===== src/hw/rtl/assert_macros.svh =====
// Assertion macros for RTL files that check their own logic.
`ifndef ASSERT_MACROS_SVH
`define ASSERT_MACROS_SVH

// Same-cycle implication, sampled on clk, off while arst_n is low.
`define MCC_ASSERT_NOW(label, ante, cons, msg) \
	label: assert property (@(posedge clk) disable iff (!arst_n) (ante) |-> (cons)) \
		else $error(msg);

// Next-cycle implication, sampled on clk, off while arst_n is low.
`define MCC_ASSERT_NEXT(label, ante, cons, msg) \
	label: assert property (@(posedge clk) disable iff (!arst_n) (ante) |=> (cons)) \
		else $error(msg);

`endif


===== src/hw/rtl/mcc_ram.sv =====
// Generic simple dual-port RAM with one write port and a registered read port.
`default_nettype none

module mcc_ram #(
	parameter int W     = 8,
	parameter int DEPTH = 2
) (
	input  wire logic                     clk,
	input  wire logic                     we,
	input  wire logic [$clog2(DEPTH)-1:0] waddr,
	input  wire logic [W-1:0]             wdata,
	input  wire logic                     re,
	input  wire logic [$clog2(DEPTH)-1:0] raddr,
	output      logic [W-1:0]             rdata
);

	logic [W-1:0] mem [DEPTH];

	always_ff @(posedge clk) begin
		if (we) begin
			mem[waddr] <= wdata;
		end
		if (re) begin
			rdata <= mem[raddr];
		end
	end

endmodule

`default_nettype wire


===== config.mk =====
export PLATFORM = sky130hd
export DESIGN_NAME = mcc_ram
export DESIGN_NICKNAME = d
export VERILOG_FILES = /design/src/hw/rtl/assert_macros.svh /design/src/hw/rtl/mcc_ram.sv
export SDC_FILE = /design/constraint.sdc
export NUM_CORES = 1
export LEC_CHECK = 0
export ABC_AREA = 1
export BUFFER_PORTS_ARGS = -buffer_cell sky130_fd_sc_hd__buf_2
export CORE_MARGIN = 4
export CORE_UTILIZATION = 25
export DETAILED_ROUTE_END_ITERATION = 8
export GPL_TIMING_DRIVEN = 0
export PLACE_DENSITY = 0.47
export SYNTH_ARGS = -nofsm -noshare
export SYNTH_HDL_FRONTEND = slang
export SYNTH_SLANG_ARGS = --single-unit

===== constraint.sdc =====
create_clock -name clk -period 1.29 [get_ports clk]
set_input_delay 0.3225 -clock clk [delete_from_list [all_inputs] [get_ports clk]]
set_output_delay 0.3225 -clock clk [all_outputs]
set_load 0.02 [all_outputs]

After elaboration in Yosys (flattened, before gate mapping)
Memory sizes are Yosys's and may differ from the RTL's. A register that Yosys moved wholly into a read port is not among the register bits.
Cells that the tools add are included.
{"block": "word_totals", "reg_bits": 0, "mem_bits_rw": 16, "out_inout_bits": 8, "n_memories": 1}
{"block": "classes", "muxes": 2}
{"memory": "mem", "words": 2, "width": 8, "read_ports": 1, "rd_clocked_by_memory_dff": 1, "write_ports": 1, "line": "mcc_ram.sv:17", "rtl": "logic [W-1:0] mem [DEPTH];"}
{"operator": "$mux 1", "count": 2}

Depth between registers and ports, before layout
{"block": "depth", "word_depth": 2, "ltp_mapped": 4, "mapped_depth_nobuf": 3}

Least setup slack after synthesis
OpenSTA, ideal clock, no wires.
{"block": "synth_timing", "kind": "input-to-reg", "from": "input we", "to": "memory mem[0][0], enable pin", "arrival_time_ns": 0.711, "required_ns": 0.919, "setup_slack_ns": 0.208, "cell_stages": 2, "path_cell_list": "inv_1 > nor2_1"}
{"block": "synth_between", "elab_chain_cells": 2}
{"item": "start, declared", "line": "mcc_ram.sv:9", "rtl": "input wire logic we,"}
{"item": "$mux 1", "line": "mcc_ram.sv:20", "rtl": "if (we) begin"}
{"item": "$mux 1 (not written as such)", "line": "mcc_ram.sv:21", "rtl": "mem[waddr] <= wdata;"}
{"item": "end, declared", "line": "mcc_ram.sv:17"}
Every way passes these cells.

Worst setup path in the final report
{"block": "layout_timing", "from": "register rdata[1], read port of mem", "to": "output rdata[1]"}
{"item": "start, declared", "line": "mcc_ram.sv:14", "rtl": "output logic [W-1:0] rdata"}
No word-level cell between the ends.

==> impl_results.md <==
* Antenna violations before repair at 0
* Critical Path Slowest Stage Cell: sky130_fd_sc_hd__edfxtp_1
* Buffer depth of the longest clock path at 2
* Min-Delay Startpoint: wdata[3]
* Buffers added on ports at 19
* Largest clock skew in the final design at 0.00171 ns
* Number of slew-limit violations in the final report at 0
* Root buf cell: sky130_fd_sc_hd__clkbuf_4
* Proportion of power drawn by flip-flops and latches at 69.5%
* Setup slack, reg-to-reg at 0.54 ns
* Share of final-layout standard cells stronger than drive strength 1 at 31.6%
* Total routing usage reported by global routing at 6.78%
* Nature of the critical path endpoint: output pin
* Startpoint-to-endpoint class of the critical path: register to output pin
* Antenna Nets Post-Route at 0
* Number of vias in the routed layout at 446
* Summed instance area of the synthesized netlist at about 840 µm²
* Average cell area after synthesis at approximately 16 µm²
* Leakage power at roughly 0.00042 µW
* Required arrival time at the worst endpoint at 0.97 ns
* Worst r2r dst: rdata[6]
* CTS tree: built
* Net load switching power at approximately 270 µW
* Number of buffers added to fix hold violations after cts at 0
* Maximum achievable frequency at around 0.86 GHz
* Area Growth Syn to Fin at 20.5%
* DRT iter0 DRCs at 16
* Slew Limit Headroom at 53.5%
* Hold slack at 0.207 ns
* Die outline width at 66.0 µm
* Via/cell ratio at between 3 and 4
* Sequence of cells on the critical path: buf_2
* Total negative slack at 0 ns
* TritonCTS buffer count at 3
* Switching share of power at 20.4%
* Detailed Route WL at 1300 µm
* Crit path largest cell delay at 0.38 ns
* Global-route wire length before repair at slightly above 2000 µm
* Number of cells upsized or downsized after cts at 0
* Cell class contributing the biggest share of worst-path delay: flip-flops
* Max cap viols at 0
* Distinct cell type count of the synthesized netlist at 6
* Leading area contributor after synthesis: sky130_fd_sc_hd__edfxtp_1
* Count of standard-cell rows at 20
* Diodes inserted at 0
* Share of the yosys chip area belonging to registers at 85.7%
* Worst-skew pair later-pin latency at 0.29 ns
* Placed standard-cell area at 991 µm²
* Worst Hold Path Cells at 1
* Initial core utilization at 26.9%
* Clock group share of total power at between 20% and 30%
* Top cells by area in the synthesized netlist: sky130_fd_sc_hd__edfxtp_1 86%, sky130_fd_sc_hd__nand2_1 11%, sky130_fd_sc_hd__buf_6 1.3%
* Hold Crit Endpoint: mem[0][3]
* Power per cell area at 1320 mW/mm²
* Maximum fanout along the worst path at 1
* Synthesized netlist cell count at 54
* Final net count at 91
* Placed wire-length estimate at around 940 µm
* CTS sink count at 24
* Final global-route overflow total at 0
* Via count of the first global-routing pass at roughly 430
* WP data arrival at 0.84 ns
* First-pass detailed-route iteration total at 2
* Register bit total from synthesis at 24
* Net count after synthesis at 67
* Worst-margin pin slew at 0.695 ns
* Share of the synthesized area in the top cell type at between 80% and 90%
* Synthesis warning total at 0
* Final period demand of the worst path at around 1.2 ns
* Chip Height at 66.0 µm
* Number of DRC violations after detailed routing at 0
* Part of the total power dissipated in combinational logic at 8.2%
* Core region area at around 0.0031 mm²
* Reg2reg start: mem[1][6]
* Weighted congestion reported at the end of routability-driven placement at between 0.6 and 0.7
* Total power at 1340 µW
* Die Footprint at 0.00436 mm²
* Final period util at 90.3%
* Unrepaired setup endpoints after global routing: no
* Fill count at around 330
* Worst-case vdd ir drop at 0.000380 V
* Length in cells of the worst reg-to-reg path at 2
* Crit start category: register
* Setup violators final at 0
* Post-CTS clock slew at the launch and capture registers of the worst setup and hold paths at about 0.11 ns
* Post-layout instance area at 0.00101 mm²
* Pin count of the biggest net entering global routing at 13
* Top-Level Pins at 21
* Post-CTS setup buffers at 0
* Final count of hold timing violations at 0
* Internal at between 1000 and 1500 µW
* Crit path buffers/inverters at 1
* Result of the run: complete, no violations
* Class of the tightest hold or removal check: primary input to register
* Avg WL per Cell at 10.8 µm
* H-tree depth at 1
## state kept, by name, indices dropped and copies added (netlist names)
signal / count
mem: 16
rdata: 8
## cell type report
cell class                      instances  area, µm²  area share (%)
Tap cell                               44       55.1            5.43
Clock buffer                            3       22.5            2.22
Timing Repair Buffer                   19       95.1            9.38
Inverter                                3       11.3            1.11
Multi-Input combinational cell         26       97.6            9.63
Buffer                                  1       11.3            1.11
Sequential cell                        24        721            71.1
## cell usage in the layout (no fill, tap or decap), drive strengths merged
| cell | Yosys | final |
|---|---|---|
| nand2 | 25 | 25 |
| edfxtp | 24 | 24 |
| buf | 1 | 20 |
| clkbuf | 0 | 3 |
| inv | 3 | 3 |
| nor2 | 1 | 1 |
## worst register-to-register path: cells and delay by family (launching register included)
kind	cells	cell delay [ns]
flip-flops	1	0.38
AND/OR/NAND/NOR	2	0.13
## cell families (layout without fill, tap and decap cells)
| group | after synthesis | in the layout | synth area share (%) |
|---|---|---|---|
| buffers and inverters | 4 | 26 | 2.68 |
| flip-flops | 24 | 24 | 85.7 |
| AND/OR/NAND/NOR | 26 | 26 | 11.6 |
## per-stage QoR
| stage | util, % | setup slack, ns | cells |
|---|---|---|---|
| floorplan | - | 0.208 | 54 |
| global placement | 31.7 | -0.0976 | 117 |
| detailed placement | 31.7 | -0.106 | 117 |
| CTS | 32.4 | 0.101 | 120 |
| global route | 32.4 | 0.0678 | 120 |
| finish | 32.4 | 0.126 | 120 |
## routing by layer
layer | vias up | part of all wire, % | global-route usage [%]
li1 | 228 | - | -
met1 | 199 | 46 | 9.00
met2 | 17 | 44 | 9.01
met3 | 2 | 8.1 | 1.53
met4 | 0 | 2.1 | 6.09
met5 | - | 0 | 0
## worst max path at each step
stage	from	endpoint	slack [ns]	depth (start not counted)
floorplan	we	mem[0][0]	0.21	2
global placement	waddr	mem[0][4]	-0.1	2
detailed placement	waddr	mem[0][7]	-0.11	2
CTS	rdata[1]	rdata[1]	0.10	1
global route	rdata[1]	rdata[1]	0.07	1
finish	rdata[1]	rdata[1]	0.13	1
## cell usage after synthesis
master,n
sky130_fd_sc_hd__buf_6,1
sky130_fd_sc_hd__edfxtp_1,24
sky130_fd_sc_hd__inv_1,2
sky130_fd_sc_hd__inv_2,1
sky130_fd_sc_hd__nand2_1,25
sky130_fd_sc_hd__nor2_1,1
## power groups by stage
stage               logic (µW)  registers, µW  clock network [µW]
floorplan                 35.9            973                   0
global placement           112            948                   0
detailed placement         114            950                   0
CTS                        114            931                 322
global route               126            935                 358
finish                     110            931                 299
Note: power is estimated with default switching activity, not from simulation.
