===== src/hw/rtl/assert_macros.svh =====
// Assertion macros for RTL files that check their own logic.
`ifndef ASSERT_MACROS_SVH
`define ASSERT_MACROS_SVH

// Same-cycle implication, sampled on clk, off while arst_n is low.
`define MCC_ASSERT_NOW(label, ante, cons, msg) \
	label: assert property (@(posedge clk) disable iff (!arst_n) (ante) |-> (cons)) \
		else $error(msg);

// Next-cycle implication, sampled on clk, off while arst_n is low.
`define MCC_ASSERT_NEXT(label, ante, cons, msg) \
	label: assert property (@(posedge clk) disable iff (!arst_n) (ante) |=> (cons)) \
		else $error(msg);

`endif


===== src/hw/rtl/mcc_pkg.sv =====
// Package of shared constants and types for the minimum coin change block.
`default_nettype none

package mcc_pkg;

	localparam int MAX_AMOUNT_DEF = 1023;
	localparam int NUM_COINS_DEF  = 4;
	localparam int NUM_COIN_REGS  = 4;

	localparam int AMT_W   = 10;
	localparam int COIN_W  = 10;
	localparam int CNT_W   = 11;
	localparam int IDX_W   = 8;
	localparam int KW      = $clog2(NUM_COIN_REGS);
	localparam int ENTRY_W = CNT_W + COIN_W;

	localparam logic [CNT_W-1:0] NO_WAY = 11'h7FF;

	localparam logic [IDX_W-1:0] REG_COIN_A = 8'd0;
	localparam logic [IDX_W-1:0] REG_COIN_B = 8'd1;
	localparam logic [IDX_W-1:0] REG_COIN_C = 8'd2;
	localparam logic [IDX_W-1:0] REG_COIN_D = 8'd3;

	localparam logic [COIN_W-1:0] COIN_A_RST = 10'd1;
	localparam logic [COIN_W-1:0] COIN_B_RST = 10'd3;
	localparam logic [COIN_W-1:0] COIN_C_RST = 10'd4;
	localparam logic [COIN_W-1:0] COIN_D_RST = 10'd0;

	// One issue per coin slot from the sequencer; the table is read only for a usable coin.
	typedef struct packed {
		logic vld;
		logic usable;
		logic first;
		logic last;
	} issue_t;

endpackage

`default_nettype wire


===== src/hw/rtl/mcc_update.sv =====
// Update stage: compares returned counts, keeps the running best and writes each entry.
`default_nettype none

module mcc_update #(
	parameter int MAX_AMOUNT = mcc_pkg::MAX_AMOUNT_DEF
) (
	input  wire logic                                clk,
	input  wire logic                                arst_n,
	input  wire mcc_pkg::issue_t                     iss,
	input  wire logic [$clog2(MAX_AMOUNT+1)-1:0]     iss_sum,
	input  wire logic [$clog2(MAX_AMOUNT+1)-1:0]     iss_addr,
	input  wire logic [mcc_pkg::COIN_W-1:0]          iss_coin,
	input  wire logic                                init_we,
	input  wire logic [mcc_pkg::ENTRY_W-1:0]         rd_data,
	output      logic                                we,
	output      logic [$clog2(MAX_AMOUNT+1)-1:0]     waddr,
	output      logic [mcc_pkg::ENTRY_W-1:0]         wdata
);

	localparam int AW = $clog2(MAX_AMOUNT + 1);

	mcc_pkg::issue_t            iss_s1;
	logic [AW-1:0]              sum_s1;
	logic [AW-1:0]              raddr_s1;
	logic [mcc_pkg::COIN_W-1:0] coin_s1;

	logic                       fwd_vld_q;
	logic [AW-1:0]              fwd_addr_q;
	logic [mcc_pkg::CNT_W-1:0]  fwd_cnt_q;
	logic [mcc_pkg::CNT_W-1:0]  best_q;
	logic [mcc_pkg::COIN_W-1:0] first_q;

	logic [mcc_pkg::CNT_W-1:0]  prev;
	logic [mcc_pkg::CNT_W-1:0]  cand;
	logic [mcc_pkg::CNT_W-1:0]  base_best;
	logic [mcc_pkg::COIN_W-1:0] base_first;
	logic                       take;
	logic [mcc_pkg::CNT_W-1:0]  new_best;
	logic [mcc_pkg::COIN_W-1:0] new_first;

	// take the entry written in the read's own cycle from the bypass
	assign prev = (fwd_vld_q && (raddr_s1 == fwd_addr_q)) ? fwd_cnt_q
		: rd_data[mcc_pkg::CNT_W-1:0];
	assign cand       = prev + mcc_pkg::CNT_W'(1);
	assign base_best  = iss_s1.first ? mcc_pkg::NO_WAY : best_q;
	assign base_first = iss_s1.first ? '0 : first_q;
	assign take       = iss_s1.vld && iss_s1.usable && (prev != mcc_pkg::NO_WAY)
		&& (cand < base_best);
	assign new_best   = take ? cand : base_best;
	assign new_first  = take ? coin_s1 : base_first;

	assign we    = init_we || (iss_s1.vld && iss_s1.last);
	assign waddr = init_we ? '0 : sum_s1;
	assign wdata = init_we ? '0 : {new_first, new_best};

	always_ff @(posedge clk or negedge arst_n) begin
		if (!arst_n) begin
			iss_s1    <= '0;
			fwd_vld_q <= 1'b0;
		end else begin
			iss_s1    <= iss;
			fwd_vld_q <= we;
		end
	end

	always_ff @(posedge clk) begin
		sum_s1     <= iss_sum;
		raddr_s1   <= iss_addr;
		coin_s1    <= iss_coin;
		fwd_addr_q <= waddr;
		fwd_cnt_q  <= wdata[mcc_pkg::CNT_W-1:0];
		if (iss_s1.vld) begin
			best_q  <= new_best;
			first_q <= new_first;
		end
	end

endmodule

`default_nettype wire


===== config.mk =====
export PLATFORM = sky130hd
export DESIGN_NAME = mcc_update
export DESIGN_NICKNAME = d
export VERILOG_FILES = /design/src/hw/rtl/assert_macros.svh /design/src/hw/rtl/mcc_pkg.sv /design/src/hw/rtl/mcc_update.sv
export SDC_FILE = /design/constraint.sdc
export NUM_CORES = 1
export LEC_CHECK = 0
export BUFFER_PORTS_ARGS = -buffer_cell sky130_fd_sc_hd__clkbuf_2
export CORE_AREA = 3 3 93 95
export CTS_CLUSTER_SIZE = 12
export DETAILED_ROUTE_END_ITERATION = 10
export DIE_AREA = 0 0 96 98
export PLACE_DENSITY = 0.68
export SLEW_MARGIN = 15
export SYNTH_ARGS = -nofsm -noshare
export SYNTH_HDL_FRONTEND = slang
export SYNTH_SLANG_ARGS = --single-unit

===== constraint.sdc =====
create_clock -name clk -period 16.4 [get_ports clk]
set_clock_uncertainty 0.05 [all_clocks]
set_input_delay 2.46 -clock clk [delete_from_list [all_inputs] [get_ports clk]]
set_output_delay 2.46 -clock clk [all_outputs]
set_load 0.005 [all_outputs]

; Word level (Yosys, flattened, before mapping)
; Cells that the tools add are included.
[classes]
n_addsub = 1
n_lt_le_gt_ge = 1
n_eq_ne = 2
muxes = 7
n_reduce_logical = 6
[ops]
columns = operator, count
row1 = 11-bit two-way mux, 3
row2 = 10-bit two-way mux, 3
row3 = 21-bit two-way mux, 1
row4 = 11-bit by 1-bit adder with 11-bit output (second input constant), 1
row5 = 11-bit < comparator, 1
row6 = 11-bit != test (second input constant), 1
row7 = 10-bit == test, 1
row8 = 1-bit logical AND, 5
row9 = 1-bit logical OR, 1
[word_totals]
ff_bits = 77
inputBits = 58
out_inout_bits = 32
wordCells = 29

; Depth between registers and ports, before layout
; Gate-level depths: netlist (run 1).
[depth]
ltp_word = 8
mapped_depth = 20

; Worst setup path after synthesis (run 1)
; No wires, ideal clock.
[synth_timing]
kind = input -> output
from = input port rd_data[0] (netlist name)
to = output port wdata[12] (netlist name)
arrival_time_ps = 5410
slack_ps = 8480
cell_stages = 14
cell_sequence = mux2_2 ha_1 and4_1 nand4_1 xor2_1 mux2i_1 ha_1 a211o_1 o211ai_1 o2111ai_1 a311oi_2 clkbuf_1 nand3_1 a21oi_1
[synth_between]
elab_chain_len = 6
[synth_lines]
columns = item, line
row1 = from (decl), mcc_update.sv:14  ; input wire logic [mcc_pkg::ENTRY_W-1:0] rd_data,
row2 = 11-bit two-way mux (*), mcc_update.sv:42  ; assign prev = (fwd_vld_q && (raddr_s1 == fwd_addr_q)) ? fwd_cnt_q
row3 = 11-bit by 1-bit adder with 11-bit output or 11-bit != test (tied branches), "mcc_update.sv:44, mcc_update.sv:47"
row4 = 11-bit < comparator or 1-bit logical AND (tied branches), "mcc_update.sv:48, mcc_update.sv:47"
row5 = 1-bit logical AND (*), mcc_update.sv:48  ; && (cand < base_best);
row6 = 10-bit two-way mux (*), mcc_update.sv:50  ; assign new_first = take ? coin_s1 : base_first;
row7 = 21-bit two-way mux (*), mcc_update.sv:54  ; assign wdata = init_we ? '0 : {new_first, new_best};
row8 = to (decl), mcc_update.sv:17  ; output logic [mcc_pkg::ENTRY_W-1:0] wdata
; Mark *: on every way between the ends. The rest lies on a longest branch, timed or not.

; Worst setup path in the final report (run 1)
[layout_timing]
from = input port rd_data[0] (netlist name)
to = output port wdata[4] (netlist name)
[layout_between]
elab_chain_len = 6
[layout_lines]
columns = item, line
row1 = 11-bit two-way mux (*), mcc_update.sv:42
row2 = 11-bit by 1-bit adder with 11-bit output or 11-bit != test (tied branches), "mcc_update.sv:44, mcc_update.sv:47"
row3 = 11-bit < comparator or 1-bit logical AND (tied branches), "mcc_update.sv:48, mcc_update.sv:47"
row4 = 1-bit logical AND, mcc_update.sv:48
row5 = 11-bit two-way mux (*), mcc_update.sv:49  ; assign new_best = take ? cand : base_best;
row6 = 21-bit two-way mux (*), mcc_update.sv:54
; Marked as above.

==> results.json, run 1 <==
{
  "cts_tree": "yes",
  "cts_setup_buffers": 0,
  "grt_pass1_vias": 2504,
  "crit_type": "input port to output pin",
  "hold_path_class": "flip-flop to flip-flop",
  "cp.required_ps": 13890,
  "rsz0062_at_grt": "false",
  "hold_violations": 0,
  "dieHeight_um": 98,
  "reg2reg_depth": 16,
  "h-tree-depth": 3,
  "cts_sinks": 77,
  "setup_viol": 0,
  "cp_max_fo": 20,
  "worstPathCellList": "clkbuf_2 -> mux2_2 -> ha_1 -> and4_1 -> nand4_1 -> xor2_1 -> mux2i_1 -> ha_1 -> a211o_1 -> o211ai_1 -> o2111ai_1 -> a311oi_2 -> nand2_2 -> a211oi_2 -> clkbuf_2",
  "fin_tns_setup_ps": 0,
  "first_iter_violations": 112,
  "area_growth_pct": 18.12,
  "grt_use_total": 0.1703,
  "syn_inst": 315,
  "grt_antenna_before_repair": 0,
  "p_leak_nw": 1.671,
  "grt.overflow.total": 0,
  "stdcell_count": 498,
  "finalInstanceArea_sq_um": 4135,
  "r2r_slack_ps": 10210,
  "final.min_clock_period_ps": 9493,
  "timing.rr.start": "fwd_addr_q[9]",
  "final_max_slew_viol_count": 0,
  "cpPeakStageDelay_ps": 930,
  "final_common_cell": "clkbuf_2",
  "via_count": 2583,
  "drt_drc_violations_left": 0,
  "maxCapViolations": 0,
  "startpoint_type": "input port",
  "fp.dieW_um": 96,
  "fill_cells": 724,
  "ant_nets": 0,
  "pre_cts_slack_ps": 6900,
  "critical-path-slowest-cell": "a311oi_2",
  "grt_max_degree": 33,
  "status": "completed",
  "worst_setup_path_end_kind": "output pin",
  "fmax_mhz": 105.3,
  "grt_pass1_wl_mm": 12.25,
  "r2r-end": "fwd_cnt_q[4]",
  "rows": 32,
  "synth.net_count": 384,
  "clk_pin_slew_worst_paths_ps": 70,
  "avgSynthCellArea_sq_um": 11.11,
  "dpl.hpwl_mm": 5.483,
  "port_buffers": 79,
  "synthDistinctLibCells": 48,
  "detail_route.vias_per_cell": 5.187,
  "wl_per_cell_um": 15.12,
  "worstPathArrival_ps": 6980,
  "period_share": 0.5788,
  "dr.pass1.iters": 4,
  "clock_latency_ps": 360,
  "nets": 460,
  "layout_common_cells": "clkbuf_2 (79), dfxtp_1 (51), a21oi_1 (24), nor2b_1 (22), edfxtp_1 (21)",
  "synth_seq_area_share": 0.5075,
  "layout_setup_ws_ps": 6907,
  "ir_worst_vdd_mv": 0.05825,
  "max_slew_margin": 0.2994,
  "coreArea_sq_um": 7807,
  "layout-drive-gt1-share": 0.3359,
  "root_buffer": "clkbuf_8",
  "syn_area_sq_um": 3501,
  "routed_wl_mm": 7.532,
  "initial_core_util": 0.4484,
  "yosysWarnings": 0,
  "dp.cells": 482,
  "dpl_cell_area_sq_um": 3943,
  "worstMarginPinSlew_ps": 1051,
  "hold_buffers": 0,
  "ys_seq_elements": 77,
  "powerDensity_nw_per_um2": 97.34,
  "gp_congestion": 0.8018,
  "cts_resized": 0,
  "pin_count": 90,
  "critPathLaunch": "rd_data[0]",
  "diodes": 0,
  "dieArea_sq_um": 9408,
  "cts_buffers": 9,
  "clockBufferDepth": 2,
  "crit_path_end": "wdata[4]"
}
-- critical path, delay by kind of cell --
kind	cells	cell delay (ps)
AO/OA/AOI/OAI	5	1970
XOR/XNOR	1	160
adder cells (fa/ha/maj)	2	610
multiplexers	2	510
AND/OR/NAND/NOR	3	980
buffers and inverters	2	290
-- area by class of cell --
class,count,area (sq um),share of cell area
clock inverter,5,40.04,0.009682
clock buffer,11,152.6,0.03691
multi-input combinational,223,1635,0.3955
sequential,77,1777,0.4297
tap,102,127.6,0.03086
timing repair buffer,80,402.9,0.09743
-- flip-flops by register name, indices dropped and copies added (netlist names) --
name and flops:
coin_s1 10, iss_s1 4, sum_s1 10, raddr_s1 10, best_q 11, fwd_cnt_q 11, fwd_addr_q 10, fwd_vld_q 1
first_q 10
-- power by group --
part / internal (mW) / switching (mW)
Clock: 0.0657 / 0.0735
Combinational: 0.0218 / 0.0263
Sequential: 0.208 / 0.00730
-- kinds of logic (layout without fill, tap and decap cells) --
kind of cell    count (synthesis)  in the layout  synth area share
simple gates                  114            114            0.1969
compound gates                 62             62            0.1362
buf+inv                        15             96           0.02537
mux                            10             10           0.02966
flops                          77             77            0.5075
fa+ha+maj                      11             11           0.03931
xor+xnor                       26             26           0.06505
-- cell usage after synthesis, drive strengths merged --
master,n,area (sq um)
nand2,18,70.07
xnor2,11,96.34
xor2,15,131.4
and4bb,1,12.51
nor2b,22,137.6
a32oi,1,8.760
edfxtp,21,630.6
a31oi,4,25.02
mux2i,7,70.07
or4b,1,10.01
dfxtp,51,1021
o2111ai,1,8.760
nand4,10,62.56
a311oi,2,23.77
buf,9,66.31
o211ai,1,7.510
dfrtp,5,125.1
nand2b,2,12.51
a211oi,11,132.6
and3,3,23.77
nand3,17,90.09
o21bai,1,7.510
or4,1,11.26
a21oi,24,120.1
and4,6,52.55
nor3,14,126.4
o21ai,12,97.59
a21o,1,7.510
o2111a,1,11.26
mux2,3,33.78
a311o,1,10.01
or3,2,12.51
ha,11,137.6
a211o,1,8.760
nand3b,1,7.510
clkbuf,6,22.52
o21a,1,7.510
nor2,16,60.06
-- worst min-delay path by stage --
stage                     slack (ps)  cells past startpoint       endpoint       from
after detailed placement         410                      1  fwd_addr_q[7]  sum_s1[7]
final                            410                      1  fwd_addr_q[7]  sum_s1[7]
after global routing             420                      1  fwd_addr_q[9]  sum_s1[9]
after CTS                        420                      1  fwd_addr_q[7]  sum_s1[7]
after global placement           400                      1  fwd_addr_q[7]  sum_s1[7]
after floorplan                  410                      1  fwd_addr_q[0]  sum_s1[0]
-- per-layer routing --
metal,share of wire,up-vias,GRT usage
met4,0.022,0,0.07112
li1,-,1306,-
met2,0.47,80,0.2592
met3,0.062,13,0.04468
met5,0,-,0
met1,0.44,1184,0.2274
-- stage by stage --
stage / utilization / hold WS [ps] / power [mW]
final: 0.5296 / 413.9 / 0.4025
after floorplan: - / 411.5 / 0.2482
after CTS: 0.5296 / 417.0 / 0.4076
after detailed placement: 0.5050 / 406.0 / 0.2682
after global routing: 0.5296 / 424.6 / 0.4228
after global placement: 0.5050 / 402.5 / 0.2669
Power figures use the tool's default switching activity.
==> run 2, diff against run 1 <==
Settings changed: PLACE_DENSITY 0.68 to 0.71.
Clock period 16.4 ns to 8.3 ns, I/O delays scaled along.
==> results.json, run 2 (synthesis gave the netlist of run 1 again) <==
{
  "status": "completed",
  "layout-drive-gt1-share": 0.3375,
  "grt_util_met2": 0.2836,
  "worstPathCellList": "xor2_1 -> nor3_1 -> and3_1 -> mux2_2 -> ha_1 -> and4_1 -> nand4_1 -> xor2_1 -> mux2i_1 -> ha_1 -> nand4_1 -> or3_1 -> o2111ai_1 -> a311o_1 -> buf_4 -> nor3_2 -> a211oi_2 -> clkbuf_2",
  "port_buffers": 79,
  "detail_route.vias_per_cell": 5.194,
  "cts_buffers": 9,
  "cts_tree": "yes",
  "dp.cells": 483,
  "max_slew_margin": 0.3190,
  "fin_tns_setup_ps": 0,
  "p_leak_nw": 1.672,
  "fmax_mhz": 136.2,
  "stdcell_count": 499,
  "clockBufferDepth": 2,
  "hold_buffers": 0,
  "routed_wl_mm": 7.740,
  "area_growth_pct": 17.69,
  "cts_setup_buffers": 0,
  "final_max_slew_viol_count": 0,
  "initial_core_util": 0.4484,
  "grt_max_degree": 33,
  "path_buf_inv": 2,
  "crit_type": "flip-flop to output pin",
  "critical-path-slowest-cell": "and3_1",
  "via_count": 2592,
  "cp_max_fo": 14,
  "final.min_clock_period_ps": 7342,
  "grt.met3_usage": 0.04700,
  "first_iter_violations": 93,
  "wl_per_cell_um": 15.51,
  "rows": 32,
  "clk_pin_slew_worst_paths_ps": 80,
  "dieHeight_um": 98,
  "grt.overflow.total": 0,
  "grt_pass1_vias": 2609,
  "ant_nets": 0,
  "top_regs": "best_q: 11 flops, fwd_cnt_q: 11 flops",
  "cts_resized": 0,
  "grt_pass1_wl_mm": 12.65,
  "grt_antenna_before_repair": 0,
  "period_share": 0.8846,
  "pre_cts_slack_ps": 1339,
  "cpPeakStageDelay_ps": 730,
  "drt_drc_violations_left": 0,
  "root_buffer": "clkbuf_8",
  "maxCapViolations": 0,
  "final_common_cell": "clkbuf_2",
  "layout_common_cells": "clkbuf_2 (79), dfxtp_1 (51), a21oi_1 (24), nor2b_1 (22), edfxtp_1 (21)",
  "whs_ps": 416.1,
  "dr.pass1.iters": 4,
  "fp.dieW_um": 96,
  "worst_setup_path_end_kind": "output pin",
  "grt_use_total": 0.1753,
  "startpoint_type": "flip-flop",
  "cts_sinks": 77,
  "pin_count": 90,
  "ir_worst_vdd_mv": 0.1180,
  "cp.required_ps": 7010,
  "hold_violations": 0,
  "clock_latency_ps": 350,
  "diodes": 0,
  "grt_util_met1": 0.2234,
  "gp_congestion": 0.8126,
  "worstPathArrival_ps": 6050,
  "coreArea_sq_um": 7807,
  "dpl.hpwl_mm": 5.615,
  "rsz0062_at_grt": "false",
  "crit_family": "simple AND/OR/NAND/NOR gates",
  "busiest_layer": "met2",
  "nets": 461,
  "layout_setup_ws_ps": 957.9,
  "worstMarginPinSlew_ps": 1021,
  "powerDensity_nw_per_um2": 188.5,
  "dieArea_sq_um": 9408,
  "hold_path_class": "flip-flop to flip-flop",
  "h-tree-depth": 3,
  "setup_viol": 0
}
-- run 2: area by class of cell --
type	instances	area (sq um)
clock buffer	10	127.6
clock inverter	6	42.54
fill	718	3687
multi-input combinational	223	1635
sequential	77	1777
tap	102	127.6
timing repair buffer	81	410.4
-- run 2: routing by layer --
layer | vias up | wire, um
met1 | 1204 | 3404
met4 | 0 | 118
met3 | 9 | 416
met2 | 73 | 3801
li1 | 1306 | -
met5 | - | 0
-- run 2: metrics by stage --
| step | power, mW | utilization | cell area [sq um] |
|---|---|---|---|
| 4_1_cts | 0.7851 | 0.5277 | 4120 |
| 3_5_place_dp | 0.5307 | 0.5059 | 3950 |
| 3_3_place_gp | 0.5273 | 0.5059 | 3950 |
| 5_1_grt | 0.8162 | 0.5277 | 4120 |
| 6_report | 0.7768 | 0.5277 | 4120 |
| 2_1_floorplan | 0.4904 | - | 3501 |
-- run 2: worst paths after layout --
check,startpoint,endpoint,slack (ps),cells after the start
hold reg to reg,sum_s1[8],fwd_addr_q[8],420,1
min in group asynchronous,arst_n,iss_s1[3],640,1
max in group asynchronous,arst_n,iss_s1[1],7410,1
setup reg to reg,fwd_addr_q[0],fwd_cnt_q[2],2630,17
setup / recovery,fwd_addr_q[0],wdata[2],960,18
hold / removal,sum_s1[8],fwd_addr_q[8],420,1
-- run 2: where the power goes --
part	switching, mW	internal, mW	leakage [nW]
logic	0.0529	0.0435	0.896
clock network	0.144	0.111	0.0918
registers	0.0142	0.411	0.685
