<file path="config.mk">
export PLATFORM = sky130hd
export DESIGN_NAME = mcc_coin_regs
export DESIGN_NICKNAME = d
export VERILOG_FILES = /design/src/hw/rtl/assert_macros.svh /design/src/hw/rtl/mcc_pkg.sv /design/src/hw/rtl/mcc_coin_regs.sv
export SDC_FILE = /design/constraint.sdc
export NUM_CORES = 1
export LEC_CHECK = 0
export BUFFER_PORTS_ARGS = -buffer_cell sky130_fd_sc_hd__buf_2
export CAP_MARGIN = 5
export CORE_ASPECT_RATIO = 0.5
export CORE_UTILIZATION = 47
export DETAILED_ROUTE_END_ITERATION = 12
export PLACE_DENSITY = 0.78
export SLEW_MARGIN = 20
export SYNTH_ARGS = -nofsm -noshare
export SYNTH_HDL_FRONTEND = slang
export SYNTH_SLANG_ARGS = --single-unit
</file>
<file path="constraint.sdc">
create_clock -name clk -period 0.9 [get_ports clk]
set_input_delay 0.18 -clock clk [delete_from_list [all_inputs] [get_ports clk]]
set_output_delay 0.18 -clock clk [all_outputs]
set_load 0.1 [all_outputs]
</file>
<file path="src/hw/rtl/assert_macros.svh">
// Assertion macros for RTL files that check their own logic.
`ifndef ASSERT_MACROS_SVH
`define ASSERT_MACROS_SVH

// Same-cycle implication, sampled on clk, off while arst_n is low.
`define MCC_ASSERT_NOW(label, ante, cons, msg) \
	label: assert property (@(posedge clk) disable iff (!arst_n) (ante) |-> (cons)) \
		else $error(msg);

// Next-cycle implication, sampled on clk, off while arst_n is low.
`define MCC_ASSERT_NEXT(label, ante, cons, msg) \
	label: assert property (@(posedge clk) disable iff (!arst_n) (ante) |=> (cons)) \
		else $error(msg);

`endif

</file>
<file path="src/hw/rtl/mcc_pkg.sv">
// Package of shared constants and types for the minimum coin change block.
`default_nettype none

package mcc_pkg;

	localparam int MAX_AMOUNT_DEF = 1023;
	localparam int NUM_COINS_DEF  = 4;
	localparam int NUM_COIN_REGS  = 4;

	localparam int AMT_W   = 10;
	localparam int COIN_W  = 10;
	localparam int CNT_W   = 11;
	localparam int IDX_W   = 8;
	localparam int KW      = $clog2(NUM_COIN_REGS);
	localparam int ENTRY_W = CNT_W + COIN_W;

	localparam logic [CNT_W-1:0] NO_WAY = 11'h7FF;

	localparam logic [IDX_W-1:0] REG_COIN_A = 8'd0;
	localparam logic [IDX_W-1:0] REG_COIN_B = 8'd1;
	localparam logic [IDX_W-1:0] REG_COIN_C = 8'd2;
	localparam logic [IDX_W-1:0] REG_COIN_D = 8'd3;

	localparam logic [COIN_W-1:0] COIN_A_RST = 10'd1;
	localparam logic [COIN_W-1:0] COIN_B_RST = 10'd3;
	localparam logic [COIN_W-1:0] COIN_C_RST = 10'd4;
	localparam logic [COIN_W-1:0] COIN_D_RST = 10'd0;

	// One issue per coin slot from the sequencer; the table is read only for a usable coin.
	typedef struct packed {
		logic vld;
		logic usable;
		logic first;
		logic last;
	} issue_t;

endpackage

`default_nettype wire

</file>
<file path="src/hw/rtl/mcc_coin_regs.sv">
// Coin value registers written through the configuration channel.
`default_nettype none

module mcc_coin_regs (
	input  wire logic                       clk,
	input  wire logic                       arst_n,
	input  wire logic                       we,
	input  wire logic [mcc_pkg::IDX_W-1:0]  index,
	input  wire logic [mcc_pkg::COIN_W-1:0] data,
	output      logic [mcc_pkg::COIN_W-1:0] coins [mcc_pkg::NUM_COIN_REGS]
);

	logic [mcc_pkg::COIN_W-1:0] coin_q [mcc_pkg::NUM_COIN_REGS];

	always_ff @(posedge clk or negedge arst_n) begin
		if (!arst_n) begin
			coin_q[0] <= mcc_pkg::COIN_A_RST;
			coin_q[1] <= mcc_pkg::COIN_B_RST;
			coin_q[2] <= mcc_pkg::COIN_C_RST;
			coin_q[3] <= mcc_pkg::COIN_D_RST;
		end else if (we) begin
			// drop writes beyond the last register
			unique case (index)
				mcc_pkg::REG_COIN_A: coin_q[0] <= data;
				mcc_pkg::REG_COIN_B: coin_q[1] <= data;
				mcc_pkg::REG_COIN_C: coin_q[2] <= data;
				mcc_pkg::REG_COIN_D: coin_q[3] <= data;
				default: ;
			endcase
		end
	end

	assign coins = coin_q;

endmodule

`default_nettype wire

</file>
# Word level (Yosys, flattened, before mapping)

Cells that the tools add are included.

Register bits: 40
Bits in latches: 0
RAM bits: 0
Memory bits (read-only): 0
Word-level logic and storage cells: 12
Memories: 0

Add/sub/neg operators: 0
Multipliers: 0
Divide/modulo/power cells: 0
Order comparisons: 0
Eq/ne operators: 3
Shift-type cells: 0
Multiplexer cells: 0
Bitwise logic cells: 0
Reduce and logical (&&, ||, !) cells: 5

Operators with widths:

| kind                                                                   | count |
|---|---|
| 8-bit by 2-bit equality test with 1-bit output (second input constant) | 2 |
| 8-bit by 1-bit equality test with 1-bit output (second input constant) | 1 |
| 8-bit zero test                                                        | 1 |
| 2-bit AND reduction                                                    | 4 |

# Depth between registers and ports, before layout

Gate-level depths: netlist (run 1).

Depth in word-level cells: 2
Gate-level depth with buffers: 4
Gate-level depth less buffers: 3

# Worst setup path after synthesis (run 1)

OpenSTA, ideal clock, no wires.

Path kind: in2reg
From: in index[5] in the netlist's numbering
To: reg coin_q, in the netlist coins[31]
Setup time: 0.125 ns
Data arrival time: 1.241 ns
Data required time: 0.775 ns
Setup slack: -0.466 ns
Cell stages on the path: 4
Path buffers: 1
Path through: nor3_1 and4bb_2 buf_6 mux2_2

Word-level cells in the longest chain between the ends: 2

RTL lines:

| what                          | RTL line            | text |
|---|---|---|
| start, declared               | mcc_coin_regs.sv:8  | `input wire logic [mcc_pkg::IDX_W-1:0] index,` |
| 8-bit zero test               | mcc_coin_regs.sv:23 | `unique case (index)` |
| 2-bit AND reduction (no line) | --                  |  |
| end, declared                 | mcc_coin_regs.sv:13 | `logic [mcc_pkg::COIN_W-1:0] coin_q [mcc_pkg::NUM_COIN_REGS];` |

No other way between the ends.
A chain may end at the register's enable or synchronous reset.

# Final worst setup path (run 1)

From: reg coin_q, in the netlist coins[21]
To: out coins[21] in the netlist's numbering

RTL lines:

| what          | RTL line            | text |
|---|---|---|
| end, declared | mcc_coin_regs.sv:10 | `output logic [mcc_pkg::COIN_W-1:0] coins [mcc_pkg::NUM_COIN_REGS]` |

No word-level cell between the ends.

==> results of run 1 <==
-- power groups by stage --
stage,registers [W],logic (W),clock network [W]
after floorplan,0.00262,0.0000883,0
after global placement,0.00203,0.00122,0
after detailed placement,0.00204,0.00124,0
after CTS,0.00200,0.00129,0.00126
after global routing,0.00202,0.00139,0.00135
final,0.00202,0.00136,0.00127
-- layer usage --
layer,GRT usage [%],up-vias,part of all wire (%)
met5,0,-,0
met3,8.66,18,5.7
li1,-,506,-
met1,40.4,678,42
met4,15.5,0,3.3
met2,51.1,58,49
-- stage by stage --
step / hold slack [ps] / TNS (ps) / util (%)
after floorplan: -116 / -14900 / -
after global placement: 161 / -20020 / 85.1
after detailed placement: 162 / -22470 / 85.1
after CTS: 159 / -17330 / 92.9
after global routing: 179 / -19890 / 95.9
final: 184 / -18630 / 95.9
-- what timing repair did --
| action | 4_1_cts | 5_1_grt |
|---|---|---|
| hold buffers | 1 | 0 |
| resized for setup | 19 | 0 |
| buffers inserted | 7 | 12 |
| hold endpoints to repair | 36 | 0 |
| setup endpoints to repair | 80 | 80 |
| pin swaps | 2 | 1 |
-- how the worst max path moves through the flow --
stage | start | endpoint
2_1_floorplan | index[6] | coins[31]
3_3_place_gp | index[6] | coins[39]
3_5_place_dp | index[6] | coins[39]
4_1_cts | coins[21] | coins[21]
5_1_grt | coins[30] | coins[30]
6_report | coins[21] | coins[21]
-- kinds of logic after synthesis --
kind of cell	count (synthesis)
buf+inv	3
flops	40
mux	40
simple gates	6
-- layout make-up --
class	instances	area [um^2]	share of cell area [%]
clock buffers	6	82.6	2.81
clock inverters	2	10.0	0.341
multi-input cells	46	583	19.8
flip-flops and latches	40	1050	35.9
well taps	40	50.0	1.70
repair buffers	87	1160	39.4
-- synthesized netlist by cell type --
master,instances
and4bb_2,1
nor4b_4,1
buf_2,2
dfstp_2,4
dfrtp_1,36
nand4_2,1
nor3_1,1
nand4b_1,2
buf_6,1
mux2_2,40
==> flow_metrics.env, run 1 <==
export IMPL_outcome="complete, but fails checks"
export IMPL_failed_checks="negative setup slack"
export IMPL_core_area_um2=3070
export IMPL_final_cell_mix="42 x buf_12, 29 x mux2_2, 27 x dfrtp_2"
export IMPL_vias=1260
export IMPL_r2r_slack_ps=-200
export IMPL_r2r_cells=3
export IMPL_min_to="coins[37]"
export IMPL_fmax_mhz=771
export IMPL_path_delay_family="flip-flops"
export IMPL_final_common_cell="buf_12"
export IMPL_tightest_slew_ps=269
export IMPL_r2r_start="coins[6]"
export IMPL_port_buffers=60
export IMPL_instances_no_fill=221
export IMPL_clk_latency_ps=290
export IMPL_synth_fp_nets=110
export IMPL_p_total_w=0.00465
export IMPL_p_switching_w=0.00162
export IMPL_cts_root_buf="clkbuf_8"
export IMPL_irDropWorstVdd_uv=1180
export IMPL_syn_area_um2=1550
export IMPL_finalSetupViolCount=80
export IMPL_hold_viol_final=0
export IMPL_placement_rows=14
export IMPL_dpl_hpwl_um=2970
export IMPL_p_leak_nw=1.38
export IMPL_yosysSeqAreaShare_pct=64.9
export IMPL_whs_path_depth=2
export IMPL_ys_types=10
export IMPL_die_w_um=83.2
export IMPL_io_pins=61
export IMPL_cts_path_max_buffers=2
export IMPL_ant_nets=0
export IMPL_end_kind="primary output"
export IMPL_drv_slew=0
export IMPL_grt_pass1_vias=1280
export IMPL_synth_compound_area_share_pct=0
export IMPL_p_comb_share_pct=29.3
export IMPL_areaGrowthSynthToFinish_pct=89.7
export IMPL_fin_area_um2=2940
export IMPL_yosys_area_share_adder_pct=0
export IMPL_yosys_area_top_type_share_pct=58.2
export IMPL_clock_sinks=40
export IMPL_numCtsBuffers=5
export IMPL_drive_gt1_share_pct=93.4
export IMPL_synthXorXnorAreaFrac_pct=0
export IMPL_period_needed_ps=1300
export IMPL_maxCapViolCount=0
export IMPL_finalWorstSetupSlack_ps=-397
export IMPL_die_h_um=42.6
export IMPL_cts_tree="yes"
export IMPL_grt_usage_pct=31.7
export IMPL_p_int_w=0.00303
export IMPL_drc=0
export IMPL_clk_pin_slew_ps=80
export IMPL_power_per_cell_area_nw_per_um2=1580
export IMPL_antenna_found_initial=0
export IMPL_slowest_delay_ps=650
export IMPL_placed_area_um2=2610
export IMPL_avgSynthCellArea_um2=17.4
export IMPL_max_slew_margin_pct=82.0
export IMPL_worstPathCellList="buf_12"
export IMPL_ys_seq_elements=40
export IMPL_drtPass1Iterations=4
export IMPL_hp_class="in -> reg"
export IMPL_critical_path_class="reg -> out"
export IMPL_largest_register_ffs=40
export IMPL_gp_congestion=0.720
export IMPL_place_ws_ps=-690
export IMPL_r2r_end="coins[6]"
export IMPL_initial_core_util_pct=50.5
export IMPL_start_kind="flop"
export IMPL_period_share_pct=144
export IMPL_antenna_cells=0
export IMPL_synth_top_family_by_area="multiplexers"
export IMPL_synth_mux_area_share_pct=29.1
export IMPL_fin_skew_ps=0
export IMPL_totalWireLength_um=5870
export IMPL_synthSimpleGateAreaFrac_pct=4.60
export IMPL_cp_max_fo=2
export IMPL_p_sw_share_pct=34.8
export IMPL_cp_num_buf_inv=1
export IMPL_synth_top_area_cell="dfrtp_1"
export IMPL_grt_ovfl_total=0
export IMPL_cts_max_level=2
export IMPL_nNetsFinal=201
export IMPL_yosysWarningCount=0
export IMPL_rsz0062_at_grt="true"
export IMPL_routed_via_density=5.70
export IMPL_dp_cells=193
export IMPL_dieArea_um2=3540
export IMPL_synth_area_leaders="dfrtp_1 58%, mux2_2 29%, dfstp_2 6.8%"
export IMPL_p_clk_share_pct=27.4
export IMPL_cp_arrival_ps=1120
export IMPL_cp_num_cells=1
export IMPL_grt_pass1_wl_um=7920
export IMPL_drt_initial_drc_count=35
export IMPL_syn_inst=89
export IMPL_slowest_stage="dfstp_4"
export IMPL_grt_max_degree=41
export IMPL_post_drt_wl_per_cell_um=26.6
export IMPL_crit_required_ps=720
export IMPL_pwr_share_seq_pct=43.4
export IMPL_worstHoldStart="data[7]"
export IMPL_fill_cells=58
Power figures use the tool's default switching activity.
==> run 2, diff against run 1 <==
ABC_AREA = 1   (was not set)
CORE_UTILIZATION = 48   (was 47)
==> flow_metrics.env, run 2 <==
export IMPL_haltStage="5_1_grt"
export IMPL_worst_endpoint="coins[12]"
export IMPL_ys_types=12
export IMPL_synth_commonest_cells="84 x nand2_1, 40 x nand3_1, 36 x dfrtp_1"
export IMPL_synth_most_common_cell="nand2_1"
export IMPL_dpl_hpwl_um=3870
export IMPL_clock_sinks=40
export IMPL_error="[ERROR DPL-0038] Utilization greater than 100%, impossible to legalize"
export IMPL_cts_root_buf="clkbuf_8"
export IMPL_synth_fp_nets=212
export IMPL_worst_path_end_type="output port"
export IMPL_avgSynthCellArea_um2=8.90
export IMPL_grt_max_degree=41
export IMPL_ys_flop_type="dfrtp_1"
export IMPL_cts_max_level=2
export IMPL_numCtsBuffers=5
export IMPL_synth_edf_count=0
export IMPL_port_buffers=60
export IMPL_synth_top_area_cell="dfrtp_1"
export IMPL_async_flop_share_pct=100
export IMPL_gp_congestion=0.835
export IMPL_placement_rows=14
export IMPL_io_pins=61
export IMPL_syn_inst=191
export IMPL_syn_area_um2=1700
export IMPL_yosys_area_top_type_share_pct=53.0
export IMPL_cts_path_max_buffers=2
export IMPL_die_h_um=44.1
export IMPL_yosysWarningCount=0
export IMPL_yosysSeqAreaShare_pct=59.2
export IMPL_die_w_um=86.2
export IMPL_ys_seq_elements=40
export IMPL_initial_core_util_pct=53.3
export IMPL_outcome="aborted with a tool error"
export IMPL_synth_area_leaders="dfrtp_1 53%, nand2_1 19%, nand3_1 12%"
export IMPL_dp_cells=299
==> run 2: metrics by stage <==
| step | cell area, um^2 | hold WS, ps | worst slack, ps | utilization (%) |
|---|---|---|---|---|
| 3_5_place_dp | 2740 | 166 | -301 | 86.0 |
| 4_1_cts | 2990 | 165 | -384 | 93.8 |
| 2_1_floorplan | 1760 | -116 | -60.3 | - |
| 3_3_place_gp | 2740 | 157 | -178 | 86.0 |
==> run 2: kinds of logic after synthesis <==
| group | Yosys count | synth area share (%) |
|---|---|---|
| buffers and inverters | 14 | 5.15 |
| and+or+nand+nor | 137 | 35.7 |
| DFF | 40 | 59.2 |
==> run 2: repair_timing <==
action                     in CTS
buffers inserted               10
hold buffers                    1
setup endpoints to repair      60
gates resized for setup         9
hold endpoints to repair       36
==> run 3, diff against run 2 <==
CORE_ASPECT_RATIO = not set   (was 0.5)
CORE_UTILIZATION = 40   (was 48)
PLACE_DENSITY = not set   (was 0.78)
PLACE_DENSITY_LB_ADDON = 0.15   (was not set)
==> flow_metrics.env, run 3 <==
export IMPL_period_needed_ps=1290
export IMPL_yosysSeqAreaShare_pct=59.2
export IMPL_antenna_cells=0
export IMPL_dieArea_um2=4520
export IMPL_fill_cells=285
export IMPL_grt_ovfl_total=0
export IMPL_use_met2_pct=36.6
export IMPL_cts_path_max_buffers=2
export IMPL_grt_usage_pct=23.3
export IMPL_p_clk_share_pct=26.7
export IMPL_synthXorXnorAreaFrac_pct=0
export IMPL_hp_class="in -> reg"
export IMPL_grt_use_met3_pct=5.07
export IMPL_cts_tree="yes"
export IMPL_vias=1606
export IMPL_grt_max_degree=41
export IMPL_synthSimpleGateAreaFrac_pct=35.7
export IMPL_grt_pass1_wl_um=7420
export IMPL_antenna_found_initial=0
export IMPL_clk_latency_ps=290
export IMPL_critical_path_class="reg -> out"
export IMPL_grt_busiest_layer="met2"
export IMPL_initial_core_util_pct=42.2
export IMPL_irDropWorstVdd_uv=1090
export IMPL_start_kind="flop"
export IMPL_met1_usage_pct=30.1
export IMPL_period_share_pct=143
export IMPL_synth_commonest_cells="84 x nand2_1, 40 x nand3_1, 36 x dfrtp_1"
export IMPL_p_leak_nw=1.40
export IMPL_drt_initial_drc_count=113
export IMPL_pwr_share_seq_pct=44.3
export IMPL_hold_viol_final=0
export IMPL_power_per_cell_area_nw_per_um2=1550
export IMPL_syn_area_um2=1700
export IMPL_gp_congestion=0.782
export IMPL_syn_inst=191
export IMPL_placement_rows=23
export IMPL_max_slew_margin_pct=77.7
export IMPL_final_cell_mix="82 x nand2_1, 42 x buf_12, 40 x nand3_1"
export IMPL_p_int_w=0.00297
export IMPL_synth_mux_area_share_pct=0
export IMPL_final_common_cell="nand2_1"
export IMPL_drive_gt1_share_pct=50.0
export IMPL_cp_max_fo=2
export IMPL_crit_required_ps=720
export IMPL_areaGrowthSynthToFinish_pct=71.5
export IMPL_io_pins=61
export IMPL_drc=0
export IMPL_yosysWarningCount=0
export IMPL_ys_seq_elements=40
export IMPL_routed_via_density=5.11
export IMPL_r2r_start="coins[30]"
export IMPL_tightest_slew_ps=335
export IMPL_failed_checks="negative setup slack"
export IMPL_r2r_slack_ps=90
export IMPL_ys_types=12
export IMPL_synth_edf_count=0
export IMPL_synth_most_common_cell="nand2_1"
export IMPL_slowest_delay_ps=640
export IMPL_port_buffers=60
export IMPL_path_delay_family="flip-flops"
export IMPL_min_to="coins[30]"
export IMPL_rsz0062_at_grt="true"
export IMPL_drv_slew=0
export IMPL_finalSetupViolCount=40
export IMPL_ant_nets=0
export IMPL_clock_sinks=40
export IMPL_drtPass1Iterations=4
export IMPL_instances_no_fill=314
export IMPL_async_flop_share_pct=100
export IMPL_dp_cells=301
export IMPL_yosys_area_top_type_share_pct=53.0
export IMPL_r2r_end="coins[30]"
export IMPL_fmax_mhz=777
export IMPL_largest_register_ffs=40
export IMPL_whs_path_depth=3
export IMPL_synth_area_leaders="dfrtp_1 53%, nand2_1 19%, nand3_1 12%"
export IMPL_r2r_cells=2
export IMPL_end_kind="primary output"
export IMPL_totalWireLength_um=4560
export IMPL_clk_pin_slew_ps=70
export IMPL_yosys_area_share_adder_pct=0
export IMPL_p_switching_w=0.00155
export IMPL_synth_top_family_by_area="simple AND/OR/NAND/NOR gates"
export IMPL_slowest_stage="dfstp_4"
export IMPL_numCtsBuffers=5
export IMPL_place_ws_ps=-226
export IMPL_synth_fp_nets=212
export IMPL_core_area_um2=4030
export IMPL_nNetsFinal=284
export IMPL_synth_compound_area_share_pct=0
export IMPL_worstHoldStart="data[0]"
export IMPL_maxCapViolCount=0
export IMPL_worstPathCellList="buf_12"
export IMPL_die_h_um=67.2
export IMPL_avgSynthCellArea_um2=8.90
export IMPL_cp_num_buf_inv=1
export IMPL_cts_root_buf="clkbuf_8"
export IMPL_finalWorstSetupSlack_ps=-387
export IMPL_p_comb_share_pct=29.0
export IMPL_synth_top_area_cell="dfrtp_1"
export IMPL_final_util_pct=72.4
export IMPL_p_sw_share_pct=34.3
export IMPL_post_drt_wl_per_cell_um=14.5
export IMPL_fin_skew_ps=0
export IMPL_dpl_hpwl_um=3220
export IMPL_ys_flop_type="dfrtp_1"
export IMPL_cp_arrival_ps=1110
export IMPL_outcome="complete, but fails checks"
export IMPL_fin_tns_setup_ps=-7670
export IMPL_grt_pass1_vias=1491
export IMPL_die_w_um=67.2
export IMPL_cts_max_level=2
[run 3: repair_timing]
action                     in CTS  in global routing
buffers inserted                3                  3
setup endpoints to repair      40                 56
hold buffers                    1                  0
pin swaps                       0                  2
hold endpoints to repair       36                  0
resized for setup               0                  8
[run 3: stage by stage]
| stage | total power, W | hold slack [ps] | cell area [um^2] |
|---|---|---|---|
| floorplan | 0.00274 | -116 | 1760 |
| global placement | 0.00331 | 169 | 2740 |
| detailed placement | 0.00333 | 164 | 2740 |
| CTS | 0.00454 | 148 | 2870 |
| global route | 0.00468 | 162 | 2920 |
| finish | 0.00453 | 154 | 2920 |
[run 3: worst max path at each step]
stage	from	end	slack, ps	cells past startpoint
after CTS	coins[30]	coins[30]	-390	1
after global routing	coins[30]	coins[30]	-410	1
final	coins[30]	coins[30]	-390	1
after floorplan	coins[20]	coins[20]	-60	2
after global placement	index[7]	coins[4]	-200	7
after detailed placement	index[7]	coins[35]	-230	7
[run 3: final cells by class]
| cell class | count | area (um^2) | share of cell area, % |
|---|---|---|---|
| Multi-Input combinational cell | 137 | 642 | 22.0 |
| Timing Repair Buffer | 73 | 1030 | 35.4 |
| Tap cell | 50 | 62.6 | 2.15 |
| Sequential cell | 40 | 1070 | 36.6 |
| Clock buffer | 8 | 90.1 | 3.09 |
| Inverter | 6 | 22.5 | 0.772 |
[run 3: power by group through the flow]
stage / Clock (W) / Sequential, W / Combinational (W)
floorplan: 0 / 0.00262 / 0.000119
global placement: 0 / 0.00204 / 0.00127
detailed placement: 0 / 0.00204 / 0.00129
CTS: 0.00124 / 0.00201 / 0.00130
global route: 0.00130 / 0.00202 / 0.00136
finish: 0.00121 / 0.00201 / 0.00131
[run 3: worst register-to-register path: stages, from the launching register on]
cell and delay (ps):
dfstp_4 640, nand2_1 60, nand2_1 50
[run 3: cell families after synthesis]
kind of cell | count (synthesis)
and+or+nand+nor | 137
DFF | 40
buffers and inverters | 14
[run 3: layer usage]
metal | up-vias | wire length (um)
met3 | 12 | 342
met2 | 74 | 2260
met4 | 0 | 109
met5 | - | 0
met1 | 767 | 1840
li1 | 753 | -
==> run 4, diff against run 3 <==
clock period = 1.6 ns   (was 0.9 ns; I/O delays follow)
==> flow_metrics.env, run 4 (same netlist as run 3, synthesis figures left out) <==
export IMPL_place_ws_ps=335
export IMPL_grt_pass1_wl_um=6800
export IMPL_p_comb_share_pct=23.0
export IMPL_path_delay_family="flip-flops"
export IMPL_io_pins=61
export IMPL_clk_pin_slew_ps=80
export IMPL_slowest_stage="dfstp_2"
export IMPL_maxCapViolCount=0
export IMPL_hp_class="in -> async"
export IMPL_cp_arrival_ps=1240
export IMPL_worstPathCellList="buf_2"
export IMPL_die_w_um=67.2
export IMPL_p_int_w=0.00161
export IMPL_grt_ovfl_total=0
export IMPL_p_switching_w=0.000853
export IMPL_post_drt_wl_per_cell_um=13.7
export IMPL_pwr_share_seq_pct=44.1
export IMPL_grt_usage_pct=21.1
export IMPL_power_per_cell_area_nw_per_um2=1120
export IMPL_dpl_hpwl_um=2950
export IMPL_grt_pass1_vias=1457
export IMPL_fill_cells=396
export IMPL_final_cell_mix="84 x nand2_1, 58 x buf_2, 40 x nand3_1"
export IMPL_p_leak_nw=1.32
export IMPL_p_clk_share_pct=32.9
export IMPL_cts_tree="yes"
export IMPL_fmax_mhz=639
export IMPL_antenna_cells=0
export IMPL_core_area_um2=4030
export IMPL_dp_cells=301
export IMPL_cts_resized=0
export IMPL_hold_viol_final=0
export IMPL_nNetsFinal=279
export IMPL_areaGrowthSynthToFinish_pct=29.1
export IMPL_fin_skew_ps=0
export IMPL_drive_gt1_share_pct=35.1
export IMPL_hold_buffers=0
export IMPL_finalSetupViolCount=0
export IMPL_cts_root_buf="clkbuf_8"
export IMPL_drv_slew=0
export IMPL_cts_max_level=2
export IMPL_antenna_found_initial=0
export IMPL_cts_path_max_buffers=2
export IMPL_critical_path_class="reg -> out"
export IMPL_numCtsBuffers=5
export IMPL_instances_no_fill=309
export IMPL_initial_core_util_pct=42.2
export IMPL_largest_register_ffs=40
export IMPL_slowest_delay_ps=540
export IMPL_finalWorstSetupSlack_ps=35.0
export IMPL_drtPass1Iterations=4
export IMPL_hold_slack_ps=73.6
export IMPL_fin_tns_setup_ps=0
export IMPL_clock_sinks=40
export IMPL_drt_initial_drc_count=109
export IMPL_outcome="finished clean"
export IMPL_crit_required_ps=1280
export IMPL_period_needed_ps=1560
export IMPL_totalWireLength_um=4240
export IMPL_final_common_cell="nand2_1"
export IMPL_end_kind="primary output"
export IMPL_routed_via_density=4.89
export IMPL_cp_max_fo=2
export IMPL_gp_congestion=0.789
export IMPL_max_slew_margin_pct=66.3
export IMPL_placement_rows=23
export IMPL_tightest_slew_ps=506
export IMPL_grt_max_degree=41
export IMPL_cp_num_buf_inv=1
export IMPL_die_h_um=67.2
export IMPL_period_share_pct=97.8
export IMPL_p_sw_share_pct=34.6
export IMPL_rsz0062_at_grt="false"
export IMPL_start_kind="flop"
export IMPL_post_cts_buffers=0
export IMPL_drc=0
export IMPL_clk_latency_ps=290
export IMPL_dieArea_um2=4520
export IMPL_port_buffers=60
export IMPL_vias=1510
export IMPL_ant_nets=0
export IMPL_irDropWorstVdd_uv=503
-- run 4: cell types whose count changed in the layout (fill, tap and decap cells not counted), moves of 2 or more --
cell     change
dfrtp_2     -36
buf_2       +38
nand3_4      -4
nand2_2      -2
nand2_1      +2
dfrtp_1     +36
dfstp_2      +4
nand3_2      +4
dfstp_4      -4
buf_12      -40
buf_6        -2
-- run 4: metal layers --
metal | wire [um] | vias up | GRT usage (%)
met5 | 0 | - | 0
met4 | 57 | 0 | 7.18
met3 | 249 | 7 | 5.74
met2 | 1960 | 50 | 34.3
met1 | 1980 | 708 | 27.2
li1 | - | 745 | -
-- run 4: cell type report --
class                           instances  area [um^2]  area share, %
Clock buffer                            6         72.6           3.30
Tap cell                               50         62.6           2.85
Inverter                                6         22.5           1.03
Multi-Input combinational cell        137          607           27.6
Timing Repair Buffer                   68          390           17.8
Clock inverter                          2         35.0           1.60
Sequential cell                        40         1010           45.8
-- run 4: path summary, 6_finish.rpt --
check / cells past startpoint / end / from / slack (ps)
worst max-delay path: 1 / coins[12] / coins[12] / 40
worst min-delay path: 2 / coins[5] / arst_n / 70
worst max register to register: 2 / coins[30] / coins[30] / 860
worst min register to register: 2 / coins[21] / coins[21] / 460
max in group asynchronous: 2 / coins[12] / arst_n / 1150
min in group clk: 3 / coins[30] / data[0] / 290
-- run 4: power by group through the flow --
stage               Combinational (W)  Clock [W]  Sequential, W
floorplan                   0.0000680          0        0.00146
global placement             0.000567          0        0.00111
detailed placement           0.000572          0        0.00111
CTS                          0.000572   0.000830        0.00109
global route                 0.000597   0.000865        0.00109
finish                       0.000567   0.000812        0.00109
-- run 4: through the flow --
step	power, W	utilization [%]	instance area [um^2]
after floorplan	0.00153	-	1700
after global placement	0.00168	51.8	2090
after detailed placement	0.00168	51.8	2090
after CTS	0.00249	54.5	2200
after global routing	0.00256	54.5	2200
final	0.00247	54.5	2200
